**config.mk**
```make
export PLATFORM = sky130hd
export DESIGN_NAME = cartridge_bank_mapper_118
export DESIGN_NICKNAME = d
export VERILOG_FILES = /design/src/hdl/bm118_pkg.sv /design/src/hdl/bm118_regs.sv /design/src/hdl/bm118_xlate.sv /design/src/hdl/cartridge_bank_mapper_118.sv
export SDC_FILE = /design/constraint.sdc
export NUM_CORES = 1
export LEC_CHECK = 0
export ABC_AREA = 1
export ABC_CLOCK_PERIOD_IN_PS = 3200
export BUFFER_PORTS_ARGS = -buffer_cell sky130_fd_sc_hd__buf_2
export CORE_ASPECT_RATIO = 1.4
export CORE_MARGIN = 2
export CORE_UTILIZATION = 50
export DETAILED_ROUTE_END_ITERATION = 8
export PLACE_DENSITY_LB_ADDON = 0.1
export SLEW_MARGIN = 20
export SYNTH_ARGS = -nofsm -noshare
export SYNTH_HDL_FRONTEND = slang
export SYNTH_SLANG_ARGS = --single-unit
```
**constraint.sdc**
```tcl
create_clock -name aclk -period 3.2 [get_ports aclk]
set_input_delay 0.32 -clock aclk [delete_from_list [all_inputs] [get_ports aclk]]
set_output_delay 0.32 -clock aclk [all_outputs]
set_load 0.005 [all_outputs]
```
**src/hdl/bm118_pkg.sv**
```systemverilog
// Shared types and constants for the cartridge bank mapper.
// Used by bm118_regs, bm118_xlate and cartridge_bank_mapper_118; no dependencies.
`timescale 1ns / 1ps

package bm118_pkg;

    // Request kinds carried on s_tuser
    typedef enum logic [1:0] {
        FUNC_CPU_WRITE = 2'd0,
        FUNC_PRG_READ  = 2'd1,
        FUNC_CHR_READ  = 2'd2,
        FUNC_UNUSED    = 2'd3
    } func_t;

    localparam logic [15:0] DECODE_MASK     = 16'hE001;
    localparam logic [15:0] SELECT_ADDR     = 16'h8000;
    localparam logic [15:0] BANK_DATA_ADDR  = 16'h8001;
    localparam int          CHR_SWAP_BIT    = 7;
    localparam int          PRG_SWAP_BIT    = 6;
    localparam logic [7:0]  PRG_BANK_MASK   = 8'h3F;
    localparam logic [7:0]  PRG_SIZE_RESET  = 8'd2;

    localparam int BANK_REGS = 8;
    localparam int IN_TDATA_W  = 24;
    localparam int OUT_TDATA_W = 24;

    // Mapper state as seen by the translation logic
    typedef struct packed {
        logic [7:0]                select_byte;
        logic [BANK_REGS-1:0][7:0] banks;
        logic [7:0]                prg_size;
    } map_state_t;

    // Register write request from the decode
    typedef struct packed {
        logic       select_we;
        logic       bank_we;
        logic [7:0] data;
    } reg_wr_t;

    typedef struct packed {
        logic        mapped;
        logic        rom_kind;
        logic [7:0]  rom_bank;
        logic [12:0] bank_offset;
    } map_result_t;

endpackage

```
**src/hdl/bm118_regs.sv**
```systemverilog
// Select byte, eight bank data registers and the program ROM size register.
// Depends on bm118_pkg.
`timescale 1ns / 1ps

module bm118_regs
    import bm118_pkg::*;
(
    input  logic       aclk,
    input  logic       aresetn,
    input  logic       cfg_wen,
    input  logic [7:0] cfg_wdata,
    input  reg_wr_t    wr,
    output map_state_t state
);

    logic [7:0]                select_reg, select_next;
    logic [BANK_REGS-1:0][7:0] banks_reg, banks_next;
    logic [7:0]                size_reg, size_next;

    always_comb begin
        select_next = select_reg;
        banks_next  = banks_reg;
        size_next   = size_reg;
        if (wr.select_we) begin
            select_next = wr.data;
        end
        // data goes to the register picked by the low select bits
        if (wr.bank_we) begin
            banks_next[select_reg[2:0]] = wr.data;
        end
        if (cfg_wen) begin
            size_next = cfg_wdata;
        end
    end

    always_ff @(posedge aclk) begin
        if (!aresetn) begin
            select_reg <= '0;
            banks_reg  <= '0;
            size_reg   <= PRG_SIZE_RESET;
        end else begin
            select_reg <= select_next;
            banks_reg  <= banks_next;
            size_reg   <= size_next;
        end
    end

    assign state.select_byte = select_reg;
    assign state.banks       = banks_reg;
    assign state.prg_size    = size_reg;

endmodule

```
**src/hdl/bm118_xlate.sv**
```systemverilog
// Address decode and bank translation for one request word.
// Depends on bm118_pkg.
`timescale 1ns / 1ps

module bm118_xlate
    import bm118_pkg::*;
(
    input  logic        valid,
    input  func_t       func,
    input  logic [15:0] bus_address,
    input  logic [7:0]  write_data,
    input  map_state_t  state,
    output reg_wr_t     wr,
    output map_result_t result
);

    logic [15:0] dec;
    logic [7:0]  last2;
    logic [1:0]  prg_slot;
    logic [2:0]  chr_slot;
    logic [2:0]  chr_reg;
    logic [7:0]  chr_raw;
    logic [7:0]  prg_bank;
    logic [7:0]  chr_bank;

    assign dec   = bus_address & DECODE_MASK;
    assign last2 = {state.prg_size[6:0], 1'b0} - 8'd2;

    always_comb begin
        prg_slot = bus_address[14:13];
        // swap the $8000 and $C000 windows
        if (state.select_byte[PRG_SWAP_BIT] && !prg_slot[0]) begin
            prg_slot = prg_slot ^ 2'b10;
        end
        case (prg_slot)
            2'd0:    prg_bank = state.banks[6] & PRG_BANK_MASK;
            2'd1:    prg_bank = state.banks[7] & PRG_BANK_MASK;
            2'd2:    prg_bank = last2;
            default: prg_bank = last2 | 8'd1;
        endcase
    end

    always_comb begin
        chr_slot = bus_address[12:10] ^ {state.select_byte[CHR_SWAP_BIT], 2'b00};
        // 2KB pairs in the low half, 1KB banks from reg2 up in the high half
        chr_reg  = chr_slot[2] ? (chr_slot - 3'd2) : {2'b00, chr_slot[1]};
        chr_raw  = state.banks[chr_reg];
        chr_bank = chr_slot[2] ? chr_raw : {chr_raw[7:1], chr_slot[0]};
    end

    always_comb begin
        wr.select_we = valid && (func == FUNC_CPU_WRITE) && (dec == SELECT_ADDR);
        wr.bank_we   = valid && (func == FUNC_CPU_WRITE) && (dec == BANK_DATA_ADDR);
        wr.data      = write_data;

        result = '0;
        case (func)
            FUNC_PRG_READ: begin
                if (bus_address[15]) begin
                    result.mapped      = 1'b1;
                    result.rom_bank    = prg_bank;
                    result.bank_offset = bus_address[12:0];
                end
            end
            FUNC_CHR_READ: begin
                result.rom_kind = 1'b1;
                if (bus_address[15:13] == 3'd0) begin
                    result.mapped      = 1'b1;
                    result.rom_bank    = chr_bank;
                    result.bank_offset = {3'b000, bus_address[9:0]};
                end
            end
            default: begin
                result = '0;
            end
        endcase
    end

endmodule

```
**src/hdl/cartridge_bank_mapper_118.sv**
```systemverilog
// Top level of the cartridge bank mapper: input register, translation, result register.
// Depends on bm118_pkg, bm118_regs and bm118_xlate.
`timescale 1ns / 1ps

// Translates CPU and PPU bus accesses into a ROM bank and an offset, one word per
// clock while the output is not stalled. Each accepted word is held in the input
// register and then moves to the result register, which drives m_tvalid/m_tdata;
// a stalled output keeps it in the input register. Register writes update the bank
// state as they leave the input register, so every later read sees them. Every word,
// writes included, returns exactly one result word. cfg_wen loads the program ROM
// size (16KB units).

module cartridge_bank_mapper_118
    import bm118_pkg::*;
(
    input  logic                   aclk,
    input  logic                   aresetn,
    input  logic                   cfg_wen,
    input  logic [7:0]             cfg_wdata,
    input  logic                   s_tvalid,
    output logic                   s_tready,
    input  logic [IN_TDATA_W-1:0]  s_tdata,   // bus_address[15:0], write_data[23:16]
    input  logic [1:0]             s_tuser,   // func[1:0]
    output logic                   m_tvalid,
    input  logic                   m_tready,
    output logic [OUT_TDATA_W-1:0] m_tdata,   // rom_bank[7:0], bank_offset[20:8], zero[23:21]
    output logic [1:0]             m_tuser    // mapped[0], rom_kind[1]
);

    logic                  in_valid_reg, in_valid_next;
    logic [IN_TDATA_W-1:0] in_data_reg, in_data_next;
    logic [1:0]            in_func_reg, in_func_next;
    logic                  out_valid_reg, out_valid_next;
    map_result_t           out_res_reg, out_res_next;

    logic        out_adv;
    logic        process;
    map_state_t  state;
    reg_wr_t     wr;
    map_result_t result;

    assign out_adv  = !out_valid_reg || m_tready;
    assign process  = in_valid_reg && out_adv;
    assign s_tready = !in_valid_reg || out_adv;

    always_comb begin
        in_valid_next  = in_valid_reg;
        in_data_next   = in_data_reg;
        in_func_next   = in_func_reg;
        out_valid_next = out_valid_reg;
        out_res_next   = out_res_reg;
        if (out_adv) begin
            out_valid_next = in_valid_reg;
            out_res_next   = result;
        end
        if (s_tready) begin
            in_valid_next = s_tvalid;
            in_data_next  = s_tdata;
            in_func_next  = s_tuser;
        end
    end

    always_ff @(posedge aclk) begin
        if (!aresetn) begin
            in_valid_reg  <= 1'b0;
            out_valid_reg <= 1'b0;
        end else begin
            in_valid_reg  <= in_valid_next;
            out_valid_reg <= out_valid_next;
        end
        in_data_reg <= in_data_next;
        in_func_reg <= in_func_next;
        out_res_reg <= out_res_next;
    end

    bm118_regs u_regs (
        .aclk      (aclk),
        .aresetn   (aresetn),
        .cfg_wen   (cfg_wen),
        .cfg_wdata (cfg_wdata),
        .wr        (wr),
        .state     (state)
    );

    bm118_xlate u_xlate (
        .valid       (process),
        .func        (func_t'(in_func_reg)),
        .bus_address (in_data_reg[15:0]),
        .write_data  (in_data_reg[23:16]),
        .state       (state),
        .wr          (wr),
        .result      (result)
    );

    assign m_tvalid = out_valid_reg;
    assign m_tdata  = {3'b000, out_res_reg.bank_offset, out_res_reg.rom_bank};
    assign m_tuser  = {out_res_reg.rom_kind, out_res_reg.mapped};

`ifndef ASSERT_OFF
    a_unmapped_zero: assert property (@(posedge aclk) disable iff (!aresetn)
        m_tvalid && !m_tuser[0] |-> m_tdata == '0)
        else $error("unmapped result carries a bank or offset");

    a_chr_offset: assert property (@(posedge aclk) disable iff (!aresetn)
        m_tvalid && m_tuser[0] && m_tuser[1] |-> m_tdata[20:18] == 3'b000)
        else $error("pattern offset exceeds 1KB");

    a_in_hold: assert property (@(posedge aclk) disable iff (!aresetn)
        in_valid_reg && !out_adv |=> in_valid_reg && $stable(in_data_reg))
        else $error("input register lost a word while stalled");

    a_write_exclusive: assert property (@(posedge aclk) disable iff (!aresetn)
        !(wr.select_we && wr.bank_we))
        else $error("select and bank write in the same cycle");
`endif

endmodule
```
* Word-level counts from Yosys, hierarchy flattened
Index checks and enable logic that the tools add are counted.
Word-level totals: bits of input ports 39, register bits 130, logic and storage cells 61, output and inout bits 28
Operators by class: add/subtract/negate cells 2, bitwise operators 2, reductions and logical operators 14, magnitude comparators 3, multiplexer cells 16, equal/unequal tests 6
Operators with widths (number):
- $bwmux 64 | 1
- $mux 21 | 2
- $pmux 21 s2 | 1
- $bmux 8 s3 | 1
- $demux 8 s3 | 1
- $pmux 8 s3 | 1
- $mux 8 | 2
- $eq 4x4->1 const B | 2
- $lt 3x4->1 const B | 2
- $sub 8x2->8 const B | 1
- $logic_and 1x1->1 | 6
- $eq 2x1->1 const B | 2
- $eq 2x2->1 const B | 2
- $logic_not 2->1 | 2
- $mux 1 | 4
- $ge 3x1->1 const B | 1
- $logic_not 1->1 | 3
- $logic_not 3->1 | 1
- $mux 3 | 1
- $sub 3x2->3 const B | 1
- $xor 3x3->3 | 1
- $logic_or 1x1->1 | 2
- $mux 2 | 1
- $pmux 1 s2 | 1
- $not 1->1 | 1

* Longest topological paths before layout
Gate-level depths: netlist (run 1).
depth in word-level cells 8, depth in mapped cells 11, mapped depth without buffers 10

* By module
A second synthesis (run 1) with hierarchy kept.
Unflattened totals: cells, all modules 733, area, all modules 5883.1 µm²
By module, submodules not included:
- bm118_regs | area an instance 3095.5 µm², instances 1, cells each 428, seq. area each 1601.5 µm²
- cartridge_bank_mapper_118 | area an instance 1585.3 µm², instances 1, cells each 64, seq. area each 1511.4 µm²
- bm118_xlate | area an instance 1202.4 µm², instances 1, cells each 241, seq. area each 0.0 µm²

* Worst setup path after synthesis (run 1)
OpenSTA, ideal clock, no wires.
path type flip-flop to flip-flop, start register out_valid_reg (netlist: m_tvalid), end register in_data_reg[0] (enable), path slack 1.610 ns, cell stages (with the launch flop) 4, clock period less this slack 1.590 ns, arrival 1.136 ns, buffers on the path 0, data required time 2.747 ns, setup time 0.453 ns, cell sequence dfxtp_1 inv_1 nor2_1 nand2_1
Between the ends: longest elaborated chain between the ends 3
RTL lines:
- from (decl) | RTL line cartridge_bank_mapper_118.sv:33 | logic out_valid_reg, out_valid_next;
- from (signal assigned) | RTL line cartridge_bank_mapper_118.sv:69 | out_valid_reg <= out_valid_next;
- $logic_not 1->1 | RTL line cartridge_bank_mapper_118.sv:42 | assign out_adv = !out_valid_reg || m_tready;
- $logic_or 1x1->1 | RTL line cartridge_bank_mapper_118.sv:42
- $logic_or 1x1->1 | RTL line cartridge_bank_mapper_118.sv:44 | assign s_tready = !in_valid_reg || out_adv;
- net s_tready | RTL line cartridge_bank_mapper_118.sv:21 | output logic s_tready,
- to (signal assigned) | RTL line cartridge_bank_mapper_118.sv:71 | in_data_reg <= in_data_next;
- to (decl) | RTL line cartridge_bank_mapper_118.sv:31 | logic [IN_TDATA_W-1:0] in_data_reg, in_data_next;
The timed path passes the listed nets, and every way through them passes these cells. A chain may end at the register's enable or synchronous reset.

* Final worst setup path (run 1)
start register out_valid_reg (netlist: m_tvalid), end output port s_tready
Between the ends: longest elaborated chain between the ends 3
RTL lines (RTL line):
- $logic_not 1->1 | cartridge_bank_mapper_118.sv:42
- $logic_or 1x1->1 | cartridge_bank_mapper_118.sv:42
- $logic_or 1x1->1 | cartridge_bank_mapper_118.sv:44
- to (decl) | cartridge_bank_mapper_118.sv:21
Every way passes these cells.

==> impl_results.md, run 1 <==
* Avg Inst Size Synth at 8.61 um^2
* Status: finished clean
* Post-Syn Instances at 607
* Yosys synthesis warning count at 0
* # IOs at 67
* Core Util, Final at 59.4%
* Synth async-reset ratio at 0%
* Reg2reg setup slack at 1240 ps
* Commonest cells in the netlist: 143 x nand2_1, 78 x a21oi_1, 76 x nand3_1, 72 x dfxtp_1, 57 x inv_1
* Antenna cells at 0
* Final setup TNS at 0 ps
* Max_cap viols at 0
* WS Path Type: flip-flop to output port
* Final-report hold violation count at 0
* Worst EP arrival at 2030 ps
* Via count of the first global-routing pass at 4,086
* TritonCTS clock tree: built
* Rows at 44
* Area of the mapped netlist at 5230 um^2
* Total power at 3.66 mW
* # Post-CTS Setup Buffers at 0
* Flop pwr share at 46.1%
* Clk slew on worst S/H paths at 50 ps
* Cells on Worst Hold Path at 1
* Total CTS buffers at 17
* Die width at 90.4 um
* Chip height at 125 um
* Final Setup Violations at 0
* Grt ovf at 0
* Via/cell ratio at 5.25
* First-pass DRT Iterations at 5
* Max H-tree Level at 4
* DP HPWL at 8430 um
* DR iter-0 viols at 390
* Max FFs per register at 58
* Slew Viols, Final at 0
* Vias at 4,256
* Comb pwr share at 5.2%
* Critical Path Sink Type: output port
* Hold Path Origin: s_tdata[4]
* Wire per inst at 15.0 um
* Layout Nets at 703
* Largest cells by area after synthesis: edfxtp_1 28%, dfxtp_1 28%, nand2_1 10%, a21oi_1 7.5%, nand3_1 7.3%
* Port Buffers at 62
* RR Startpoint: m_tvalid
* Ys flop type: dfxtp_1
* Initial Util at 50.8%
* Worst-margin pin slew at 843 ps
* Setup crit start kind: flip-flop
* Clk pwr share at 48.7%
* Hold Buf Count CTS at 0
* Yosys reg bits at 121
* Post-synth top area share at 28.2%
* Fill count at 930
* Detail Route Antenna Nets at 0
* Synth area leader: edfxtp_1
* Clock Latency Late Sink at 410 ps
* FF-to-FF path depth at 4
* Worst-path fanout max at 16
* Worst Skew at 6.43 ps
* Sw Share at 21.9%
* HP Class: input port to flip-flop
* Slew headroom at 43.7%
* CTS max path bufs at 2
* Int Pwr at 2.86 mW
* Leakage at 2.45 nW
* Resized Gates After CTS at 0
* DRC viols at 0
* Worst r2r dst: in_data_reg[10]
* Die ar. at 11,300 um^2
* Global-route wire length before repair at 20,000 um
* Maximum clock rate at 0.425 GHz
* Endpoint, Worst Hold: in_data_reg[4]
* Period minus WS final at 2350 ps
* Clk sinks at 121
* Peak supply drop at 0.376 mV
* Critical Path RT at 2880 ps
* PD cells at 599 nW/um^2
* Total track usage at 22.6%
* Share of layout cells above drive strength 1 at 15.9%
* RSZ-0062 raised after global routing: false
* Initial antenna violation count at 0
* Number of synthesized flops with an enable pin at 49
* Area of the core at 10,300 um^2
* Area growth syn-to-layout at 16.9%
* Largest net degree at the start of global routing at 54
* Register area share after synthesis at 55.7%
* Most frequent cell after synthesis: nand2_1
* Final WL at 12,100 um
* Distinct cells, synth at 30
* Root Buffer: clkbuf_16
* RD Place Congestion at 0.870
* Sw Pwr at 0.803 mW
* Crit share post-route at 73.5%
-- layout by cell type (no fill, tap or decap) --
| cell | count |
|---|---|
| xor2_1 | 2 |
| nand3_1 | 76 |
| ha_1 | 4 |
| xor2_2 | 1 |
| clkbuf_16 | 17 |
| nor3_1 | 3 |
| inv_2 | 1 |
| a31oi_1 | 5 |
| clkinv_1 | 1 |
| a21oi_1 | 78 |
| nand2_1 | 143 |
| bufinv_16 | 1 |
| inv_1 | 57 |
| clkbuf_1 | 3 |
| buf_2 | 62 |
| nand4_1 | 3 |
| xnor2_1 | 1 |
| o22ai_1 | 1 |
| nand2_2 | 4 |
| clkinv_2 | 4 |
| buf_12 | 1 |
| dfxtp_1 | 72 |
| clkinvlp_4 | 2 |
| o211ai_1 | 12 |
| nor3_2 | 2 |
| inv_4 | 2 |
| nand3_2 | 1 |
| buf_4 | 3 |
| nor2_2 | 1 |
| nor3_4 | 1 |
| edfxtp_1 | 49 |
| conb_1 | 3 |
| o21ai_0 | 26 |
| clkbuf_8 | 4 |
| nor2_1 | 27 |
-- kinds of logic (layout without fill, tap and decap cells) --
| family | after synthesis | count (layout) | synth area share, % |
|---|---|---|---|
| adders and majority gates | 4 | 4 | 0.958 |
| AOI/OAI and AO/OA | 122 | 122 | 12.4 |
| DFF | 121 | 121 | 55.7 |
| other | 1 | 3 | 0.0718 |
| and+or+nand+nor | 261 | 261 | 21.5 |
| xor gates and xnor gates | 4 | 4 | 0.814 |
| buffers and inverters | 94 | 158 | 8.52 |
-- layout make-up --
class / count / area (um^2) / area share, %
clock inverter: 8 / 71.3 / 1.17
multi-input combinational: 394 / 1880 / 30.8
timing repair buffer: 66 / 353 / 5.77
clock buffer: 24 / 492 / 8.05
tap: 138 / 173 / 2.83
inverter: 60 / 228 / 3.73
sequential: 121 / 2910 / 47.7
-- metrics by stage --
step,hold slack [ps],std cells,area (um^2),setup WS [ps]
2_1_floorplan,419,609,5230,1610
3_3_place_gp,431,779,5550,1160
3_5_place_dp,439,779,5550,1130
4_1_cts,70.6,811,6110,802
5_1_grt,61.9,811,6110,668
6_report,85.5,811,6110,848
-- worst max path at each step --
stage	startpoint	end	slack (ps)
finish	m_tvalid	s_tready	850
global route	m_tvalid	s_tready	670
CTS	m_tvalid	s_tready	800
detailed placement	m_tready	in_data_reg[23]	1130
global placement	m_tready	in_data_reg[22]	1160
floorplan	m_tvalid	in_data_reg[0]	1610
-- worst max-delay path, cell delays in order, from the launching register on --
cell,delay (ps)
dfxtp_1,320
inv_1,40
nor2_1,340
nand2_1,590
buf_2,320
-- per-layer routing --
metal / GRT usage [%] / vias up / part of all wire (%)
met4: 10.5 / 0 / 2.8
met2: 38.0 / 121 / 50
met3: 5.72 / 23 / 4.4
met1: 27.3 / 1977 / 42
li1: - / 2135 / -
met5: 0 / - / 0
-- power by group through the flow --
stage / clock network, mW / registers, mW / logic, mW
after global placement: 0 / 1.72 / 0.184
final: 1.79 / 1.69 / 0.189
after detailed placement: 0 / 1.72 / 0.187
after floorplan: 0 / 1.70 / 0.133
after CTS: 1.82 / 1.69 / 0.189
after global routing: 1.89 / 1.69 / 0.211
No activity file was read; power rests on OpenSTA's default activity.
==> inputs of run 2 (changes only) <==
--- a/config.mk
+++ b/config.mk
@@ -6,7 +6,7 @@
 export NUM_CORES = 1
 export LEC_CHECK = 0
 export ABC_AREA = 1
-export ABC_CLOCK_PERIOD_IN_PS = 3200
+export ABC_CLOCK_PERIOD_IN_PS = 2150
 export BUFFER_PORTS_ARGS = -buffer_cell sky130_fd_sc_hd__buf_2
 export CORE_ASPECT_RATIO = 1.4
 export CORE_MARGIN = 2
==> constraint.sdc (replaced) <==
create_clock -name aclk -period 2.15 [get_ports aclk]
set_input_delay 0.215 -clock aclk [delete_from_list [all_inputs] [get_ports aclk]]
set_output_delay 0.215 -clock aclk [all_outputs]
set_load 0.005 [all_outputs]
==> impl_results.md, run 2 (synthesis gave the netlist of run 1 again) <==
* Status: finished clean
* Max H-tree Level at 4
* Worst-margin pin slew at 865 ps
* DP HPWL at 8780 um
* Antenna cells at 0
* Largest net degree at the start of global routing at 42
* Initial antenna violation count at 0
* Share of layout cells above drive strength 1 at 16.8%
* HP Class: input port to flip-flop
* Area growth syn-to-layout at 23.9%
* DP Worst Slack at 215 ps
* Worst-path fanout max at 41
* Grt ovf at 0
* WS Path Type: flip-flop to flip-flop
* Period minus WS final at 1940 ps
* Critical Path RT at 2430 ps
* Global-route wire length before repair at 20,600 um
* RD Place Congestion at 0.837
* Clk slew on worst S/H paths at 50 ps
* Total track usage at 23.4%
* RSZ-0062 raised after global routing: false
* Wire per inst at 15.0 um
* Metal2 WL at 6750 um
* Most frequent cells in the layout: 143 x nand2_1, 78 x a21oi_1, 76 x nand3_1
* Via count of the first global-routing pass at 4,308
* Die width at 90.4 um
* Max FFs per register at 58
* # IOs at 67
* CTS max path bufs at 2
* Root Buffer: clkbuf_16
* Leakage at 2.63 nW
* Max_cap viols at 0
* Maximum clock rate at 0.514 GHz
* Met1 Wirelength at 5300 um
* Slew headroom at 42.2%
* Chip height at 125 um
* Worst Skew at 7.14 ps
* Initial Util at 50.8%
* Crit share post-route at 90.4%
* Clock Latency Late Sink at 410 ps
* First-pass DRT Iterations at 6
* DRC viols at 0
* Area of the core at 10,300 um^2
* Via/cell ratio at 5.21
* DR iter-0 viols at 237
* Setup crit start kind: flip-flop
* Peak supply drop at 0.518 mV
* # Post-CTS Setup Buffers at 0
* Vias at 4,420
* Final WS setup at 206 ps
* Port Buffers at 62
* Total CTS buffers at 17
* Final-report hold violation count at 0
* Die ar. at 11,300 um^2
* Final WL at 12,800 um
* Leading cell type in the layout, fill and taps excluded: nand2_1
* Layout Nets at 740
* TritonCTS clock tree: built
* Critical Path Sink Type: flip-flop
* Final setup TNS at 0 ps
* Slew Viols, Final at 0
* PD cells at 858 nW/um^2
* Final Setup Violations at 0
* Clk sinks at 121
* Worst EP arrival at 2220 ps
* Detail Route Antenna Nets at 0
* DR WL met3 at 494 um
* Rows at 44
* Top Layer Used: met4
## run 2: changes by cell type in the layout (fill, tap and decap cells not counted), sizes merged, moves of 2 or more
cell         before  now
dlygate4sd3       0   26
clkbuf           24   20
clkinv            5    9
clkinvlp          2    0
buf              66   77
## run 2: critical path, stage by stage, from the launching register on
cell and delay, ps:
edfxtp_1 390, inv_1 100, ha_1 170, nand3_2 110, nor3_4 210, buf_12 240
nand2_1 280, o21ai_0 240, a21oi_1 60
## run 2: what timing repair did
item                                   4_1_cts  5_1_grt
endpoints found under the hold margin       26        0
resized for setup                            0        0
hold buffers                                26        0
## run 2: layer usage
layer / vias up / track usage [%]
met2: 120 / 42.1
met4: 0 / 8.78
met3: 23 / 5.78
li1: 2208 / -
met1: 2069 / 26.6
met5: - / 0
## run 2: final timing paths
check / startpoint / to / slack (ps) / depth (start not counted)
worst max-delay path: in_func_reg[0] / u_regs.state[23] / 210 / 8
worst min-delay path: cfg_wdata[2] / u_regs.size_reg[2] / 40 / 3
worst max register to register: in_func_reg[0] / u_regs.state[23] / 210 / 8
worst min register to register: u_regs.select_reg[6] / u_regs.select_reg[6] / 450 / 2
## run 2: metrics by stage
stage / hold slack [ps] / cells / power, mW / util (%) / area, um^2
detailed placement: 393 / 790 / 2.84 / 54.8 / 5640
global route: 55.6 / 848 / 5.75 / 62.9 / 6470
CTS: 24.4 / 848 / 5.60 / 62.9 / 6470
finish: 36.5 / 848 / 5.56 / 62.9 / 6470
global placement: 391 / 790 / 2.84 / 54.8 / 5640
floorplan: 314 / 609 / 2.73 / - / 5230
## run 2: final cells by class
cell class / count / area, um^2
fillers: 897 / 3820
multi-input cells: 394 / 1880
repair buffers: 103 / 708
inverters: 60 / 228
flip-flops and latches: 121 / 2910
clock inverters: 12 / 124
clock buffers: 20 / 447
well taps: 138 / 173
## run 2: where the power goes
part           switching [mW]  leakage [nW]  internal [mW]
Clock                   0.991         0.288           1.73
Combinational           0.189          1.21          0.136
Sequential             0.0550          1.13           2.46
Total                    1.23          2.63           4.32
